[src/rtl/pht_pkg.sv]
// shared types and helpers for the pose to homogeneous transform block
// no dependencies
`default_nettype none
package pht_pkg;
    localparam int QW = 32;
    localparam int PW = 64;
    localparam int NW = 66;

    typedef struct packed {
        logic signed [QW-1:0] tx;
        logic signed [QW-1:0] ty;
        logic signed [QW-1:0] tz;
        logic signed [QW-1:0] qw;
        logic signed [QW-1:0] qx;
        logic signed [QW-1:0] qy;
        logic signed [QW-1:0] qz;
    } t_item;

    // one classified item waiting for the divider back end
    typedef struct packed {
        t_item      item;
        logic       zero;
    } t_job;
endpackage
`default_nettype wire

[src/rtl/pht_front.sv]
// front end: accepts items, flags zero-norm quaternions, feeds the job queue
// depends on pht_pkg
`default_nettype none
module pht_front
    import pht_pkg::*;
#(
    parameter int DEPTH = 2
) (
    input  wire        i_clk,
    input  wire        i_rst_n,
    input  wire        i_valid,
    output logic       o_ready,
    input  t_item      i_item,
    output logic       o_valid,
    input  wire        i_ready,
    output t_job       o_job
);
    localparam int AW = (DEPTH > 1) ? $clog2(DEPTH) : 1;
    t_job           r_mem [DEPTH];
    logic [AW-1:0]  r_wp, r_rp;
    logic [AW:0]    r_cnt;
    logic           wr, rd;
    t_job           job;

    assign job.item = i_item;
    assign job.zero = (i_item.qw == '0) && (i_item.qx == '0) && (i_item.qy == '0)
                      && (i_item.qz == '0);
    assign o_ready  = (r_cnt != (AW+1)'(DEPTH));
    assign o_valid  = (r_cnt != '0);
    assign o_job    = r_mem[r_rp];
    assign wr = i_valid && o_ready;
    assign rd = o_valid && i_ready;

    always_ff @(posedge i_clk) begin
        if (wr) begin
            r_mem[r_wp] <= job;
        end
        if (!i_rst_n) begin
            r_wp <= '0;
            r_rp <= '0;
            r_cnt <= '0;
        end else begin
            if (wr) r_wp <= (r_wp == AW'(DEPTH-1)) ? '0 : r_wp + 1'b1;
            if (rd) r_rp <= (r_rp == AW'(DEPTH-1)) ? '0 : r_rp + 1'b1;
            r_cnt <= r_cnt + (AW+1)'(wr) - (AW+1)'(rd);
        end
    end
endmodule
`default_nettype wire

[config.mk]
export PLATFORM = sky130hd
export DESIGN_NAME = pht_front
export DESIGN_NICKNAME = d
export VERILOG_FILES = /design/src/rtl/pht_pkg.sv /design/src/rtl/pht_front.sv
export SDC_FILE = /design/constraint.sdc
export NUM_CORES = 1
export LEC_CHECK = 0
export BUFFER_PORTS_ARGS = -buffer_cell sky130_fd_sc_hd__buf_2
export CAP_MARGIN = 20
export CORE_MARGIN = 8
export CORE_UTILIZATION = 56
export DETAILED_ROUTE_END_ITERATION = 10
export GPL_TIMING_DRIVEN = 0
export PLACE_DENSITY = 0.87
export SYNTH_ARGS = -nofsm -noshare
export SYNTH_HDL_FRONTEND = slang
export SYNTH_SLANG_ARGS = --single-unit
[constraint.sdc]
create_clock -name i_clk -period 21.4 [get_ports i_clk]
set_clock_uncertainty 0.2 [all_clocks]
set_input_delay 2.14 -clock i_clk [delete_from_list [all_inputs] [get_ports i_clk]]
set_output_delay 2.14 -clock i_clk [all_outputs]
set_load 0.05 [all_outputs]
==> impl_metrics.xml <==
<?xml version="1.0" encoding="UTF-8"?>
<metrics>
  <group name="floorplan">
    <metric name="die-area" unit="sq um">35600</metric>
    <metric name="design.core.area" unit="sq um">29500</metric>
    <metric name="die_width" unit="um">189</metric>
    <metric name="num_io_pins" unit="">455</metric>
    <metric name="rows" unit="">63</metric>
    <metric name="floorplan.initialDensity" unit="">0.566</metric>
    <metric name="die_h" unit="um">189</metric>
  </group>
  <group name="logic_synthesis">
    <metric name="synth-seq-area-share" unit="">0.816</metric>
    <metric name="synth_xor_area_frac" unit="">0.00210</metric>
    <metric name="yosys.cell_count.top_type" unit="">sky130_fd_sc_hd__edfxtp_1</metric>
    <metric name="syn-instance-count" unit="">766</metric>
    <metric name="synthTopCellsByCount" unit="">sky130_fd_sc_hd__edfxtp_1, sky130_fd_sc_hd__mux2_2, sky130_fd_sc_hd__nor4_1, sky130_fd_sc_hd__buf_2, sky130_fd_sc_hd__nand4_1</metric>
    <metric name="adder_and_majority_gate_portion_of_the_synthesized_area" unit="">0.00150</metric>
    <metric name="synth-compound-area-share" unit="">0</metric>
    <metric name="synth_async_sr_flop_share" unit="">0</metric>
    <metric name="synth_top_area_frac" unit="">0.810</metric>
    <metric name="seq_cells_post_synth" unit="">455</metric>
    <metric name="synth_cell_types" unit="">19</metric>
    <metric name="yosys_warnings" unit="">0</metric>
    <metric name="yosys-mux-area-fraction" unit="">0.152</metric>
    <metric name="synth_top_flop_cell" unit="">sky130_fd_sc_hd__edfxtp_1</metric>
    <metric name="synthesis.nets" unit="">996</metric>
    <metric name="synth_top_cell_by_area" unit="">sky130_fd_sc_hd__edfxtp_1</metric>
    <metric name="synth_top_family_by_area" unit="">multiplexers</metric>
    <metric name="avgSynthCellArea" unit="sq um">21.8</metric>
    <metric name="netlist_area" unit="sq um">16700</metric>
    <metric name="synth_enable_flop_cells" unit="">450</metric>
    <metric name="post_synth_and_or_nand_nor_area_fraction" unit="">0.0203</metric>
    <metric name="post_synth_main_area_contributors" unit="">sky130_fd_sc_hd__edfxtp_1, sky130_fd_sc_hd__mux2_2, sky130_fd_sc_hd__nor4_1, sky130_fd_sc_hd__buf_2, sky130_fd_sc_hd__dfxtp_1</metric>
  </group>
  <group name="clock_network">
    <metric name="clkSlewWorstSetupHoldPaths" unit="ns">0.06</metric>
    <metric name="cts_inserted_buffers" unit="">44</metric>
    <metric name="postCtsSetupRepairBufs" unit="">0</metric>
    <metric name="holdBufCountCts" unit="">0</metric>
    <metric name="master_cell_of_the_clock_root_buffer" unit="">sky130_fd_sc_hd__clkbuf_16</metric>
    <metric name="ctsLongestPathBuffers" unit="">3</metric>
    <metric name="postCtsResizedCells" unit="">0</metric>
    <metric name="cts_htree_levels" unit="">2</metric>
    <metric name="tritoncts" unit="">yes</metric>
    <metric name="worst_skew_pair.late_latency" unit="ns">0.51</metric>
    <metric name="total_number_of_clock_tree_sinks" unit="">455</metric>
  </group>
  <group name="routing">
    <metric name="drtPass1Iterations" unit="">4</metric>
    <metric name="antenna_left" unit="">0</metric>
    <metric name="routed_wire_length_per_instance" unit="um">24.5</metric>
    <metric name="viasPerCell" unit="">5.45</metric>
    <metric name="via_count" unit="">9322</metric>
    <metric name="wirelength" unit="mm">42.0</metric>
    <metric name="drt_iter0_markers" unit="">650</metric>
    <metric name="post-route-drc-count" unit="">0</metric>
  </group>
  <group name="global_routing">
    <metric name="first_pass_grt_wire_length" unit="mm">60.5</metric>
    <metric name="grt_max_degree" unit="">68</metric>
    <metric name="total_routing_usage_reported_by_global_routing" unit="">0.224</metric>
    <metric name="globalRouteOverflowTotal" unit="">0</metric>
    <metric name="number_of_antenna_violations_at_the_first_check_in_global_routing" unit="">11</metric>
    <metric name="first_global_vias" unit="">10000</metric>
  </group>
  <group name="power">
    <metric name="power_per_standard_cell_area" unit="nW/um^2">138</metric>
    <metric name="power_switching" unit="W">0.00109</metric>
    <metric name="seqPwrFrac" unit="">0.398</metric>
    <metric name="leakage" unit="nW">7.83</metric>
    <metric name="worst_ir_drop_vdd" unit="V">0.000102</metric>
    <metric name="sw_frac_of_total" unit="">0.376</metric>
    <metric name="power.internal" unit="W">0.00182</metric>
    <metric name="share_clk_of_total_power" unit="">0.244</metric>
    <metric name="power" unit="W">0.00291</metric>
    <metric name="power_frac_comb" unit="">0.357</metric>
  </group>
  <group name="worst_hold_path">
    <metric name="timing.hold.worst.class" unit="">flop to flop</metric>
  </group>
  <group name="worst_setup_path">
    <metric name="worstPathRequired" unit="ns">19.06</metric>
    <metric name="worstSetupEndpointType" unit="">output pin</metric>
    <metric name="worstSetupPathType" unit="">flop to output pin</metric>
    <metric name="arrival_time_worst_endpoint" unit="ns">2.80</metric>
    <metric name="cp_max_fo" unit="">10</metric>
    <metric name="worst-r2r-setup-slack" unit="ns">18.86</metric>
    <metric name="worstSetupStartpointType" unit="">flop</metric>
  </group>
  <group name="flow_run">
    <metric name="maxCapViolCount" unit="">0</metric>
  </group>
  <group name="placed_design">
    <metric name="buffer_ports.inserted" unit="">454</metric>
    <metric name="dp_hpwl" unit="mm">30.4</metric>
    <metric name="place_congestion" unit="">0.809</metric>
  </group>
  <group name="sta">
    <metric name="slew-limit-headroom" unit="">0.500</metric>
    <metric name="timing.final.crit_share" unit="">0.240</metric>
    <metric name="totalNegativeSetupSlack" unit="ns">0</metric>
    <metric name="setup_violation_total_in_the_final_timing_report" unit="">0</metric>
    <metric name="report.final.hold_viol_count" unit="">0</metric>
    <metric name="post-route-min-period" unit="ns">5.14</metric>
    <metric name="worst_slew_pin_slew" unit="ns">0.750</metric>
    <metric name="fmaxAchievable" unit="MHz">195</metric>
    <metric name="slew_violations" unit="">0</metric>
    <metric name="setup_repair_after_global_routing_missed_its_margin" unit="">false</metric>
  </group>
  <group name="finish">
    <metric name="num-nets-final" unit="">1508</metric>
    <metric name="footprint_of_the_flip_flops_and_latches" unit="sq um">13600</metric>
    <metric name="proportion_of_layout_cells_with_a_drive_suffix_above_1" unit="">0.592</metric>
    <metric name="finish.utilization" unit="">0.715</metric>
    <metric name="multi_input_comb_area" unit="sq um">2950</metric>
    <metric name="filler_cell_count" unit="">1818</metric>
    <metric name="area_growth" unit="%">26.4</metric>
  </group>
  <group name="outcome">
    <metric name="status" unit="">completed</metric>
  </group>
</metrics>
[critical path, cell delays in order, from the launching register on]
cell and delay [ns]:
sky130_fd_sc_hd__dfxtp_1 0.30, sky130_fd_sc_hd__buf_2 0.26, sky130_fd_sc_hd__clkbuf_1 0.61, sky130_fd_sc_hd__buf_2 0.43, sky130_fd_sc_hd__mux2_2 0.44, sky130_fd_sc_hd__buf_2 0.23
[state kept, by name, summed over array words and instances, names as in the netlist, named ones only]
signal and cells:
r_mem 450, r_cnt 2, r_rp 1, r_wp 1
[routing by layer]
metal | up-vias | wire (um) | GRT usage
met5 | - | 9 | 0
met4 | 2 | 1270 | 0.0809
met3 | 83 | 3770 | 0.0665
met2 | 498 | 22200 | 0.403
met1 | 4594 | 14800 | 0.248
li1 | 4145 | - | -
[layout make-up]
| class | instances | share of cell area |
|---|---|---|
| plain buffers | 25 | 0.00588 |
| multi-input cells | 285 | 0.140 |
| inverters | 1 | 0.000178 |
| repair buffers | 466 | 0.121 |
| well taps | 390 | 0.0232 |
| clock inverters | 15 | 0.00457 |
| flip-flops and latches | 455 | 0.646 |
| clock buffers | 64 | 0.0582 |
| diodes | 11 | 0.00131 |
[final timing paths]
check	to	start	depth (start not counted)
setup / recovery	o_job[101]	flop	5
hold / removal	flop	r_rp$_SDFFE_PN0P_	2
setup reg to reg	r_mem[0][175]$_DFFE_PP_	r_cnt[0]$_SDFF_PN0_	6
hold reg to reg	flop	r_rp$_SDFFE_PN0P_	2
[power by group through the flow]
stage	combinational [W]	sequential [W]	clock, W
2_1_floorplan	0.000763	0.00121	0
3_3_place_gp	0.000999	0.00124	0
3_5_place_dp	0.00104	0.00118	0
4_1_cts	0.00105	0.00116	0.000722
5_1_grt	0.00108	0.00117	0.000757
6_report	0.00104	0.00116	0.000711
[cell families (layout without fill, tap and decap cells)]
group	after synthesis	after routing
adders and majority gates	2	2
buffers and inverters	26	571
and+or+nand+nor	54	54
DFF	455	455
muxes	225	225
xor gates and xnor gates	4	4
other	0	11
[through the flow]
step	setup WS (ns)	instance area, sq um	hold slack, ns	instances
detailed placement	16.69	19700	0.336	1622
CTS	16.11	21000	0.344	1701
finish	16.26	21100	0.342	1712
floorplan	8.80	16700	0.304	766
global placement	3.84	19400	0.322	1610
global route	16.07	21100	0.389	1710
[cell usage in the layout (no fill, tap or decap)]
cell type | netlist | final
sky130_fd_sc_hd__buf_12 | 0 | 7
sky130_fd_sc_hd__nor2_1 | 2 | 1
sky130_fd_sc_hd__nor4_1 | 31 | 31
sky130_fd_sc_hd__clkbuf_8 | 0 | 3
sky130_fd_sc_hd__edfxtp_1 | 450 | 450
sky130_fd_sc_hd__and2_1 | 4 | 4
sky130_fd_sc_hd__dfxtp_1 | 5 | 5
sky130_fd_sc_hd__nor2_4 | 0 | 1
sky130_fd_sc_hd__mux2_2 | 225 | 225
sky130_fd_sc_hd__inv_1 | 1 | 1
sky130_fd_sc_hd__ha_1 | 2 | 2
sky130_fd_sc_hd__buf_2 | 24 | 478
sky130_fd_sc_hd__or2_2 | 1 | 1
sky130_fd_sc_hd__buf_16 | 0 | 5
sky130_fd_sc_hd__nand4_1 | 8 | 8
sky130_fd_sc_hd__clkinv_1 | 0 | 6
sky130_fd_sc_hd__clkinv_2 | 0 | 7
sky130_fd_sc_hd__clkinv_4 | 0 | 1
sky130_fd_sc_hd__and3_4 | 0 | 1
sky130_fd_sc_hd__xnor2_1 | 4 | 4
sky130_fd_sc_hd__diode_2 | 0 | 11
sky130_fd_sc_hd__nor2b_1 | 2 | 2
sky130_fd_sc_hd__bufinv_16 | 0 | 1
sky130_fd_sc_hd__clkbuf_1 | 1 | 17
sky130_fd_sc_hd__or4_1 | 2 | 2
sky130_fd_sc_hd__nor4_2 | 1 | 1
sky130_fd_sc_hd__nand2b_1 | 1 | 1
sky130_fd_sc_hd__clkbuf_16 | 0 | 45
sky130_fd_sc_hd__nand2_1 | 1 | 1
Note: power is estimated with default switching activity, not from simulation.
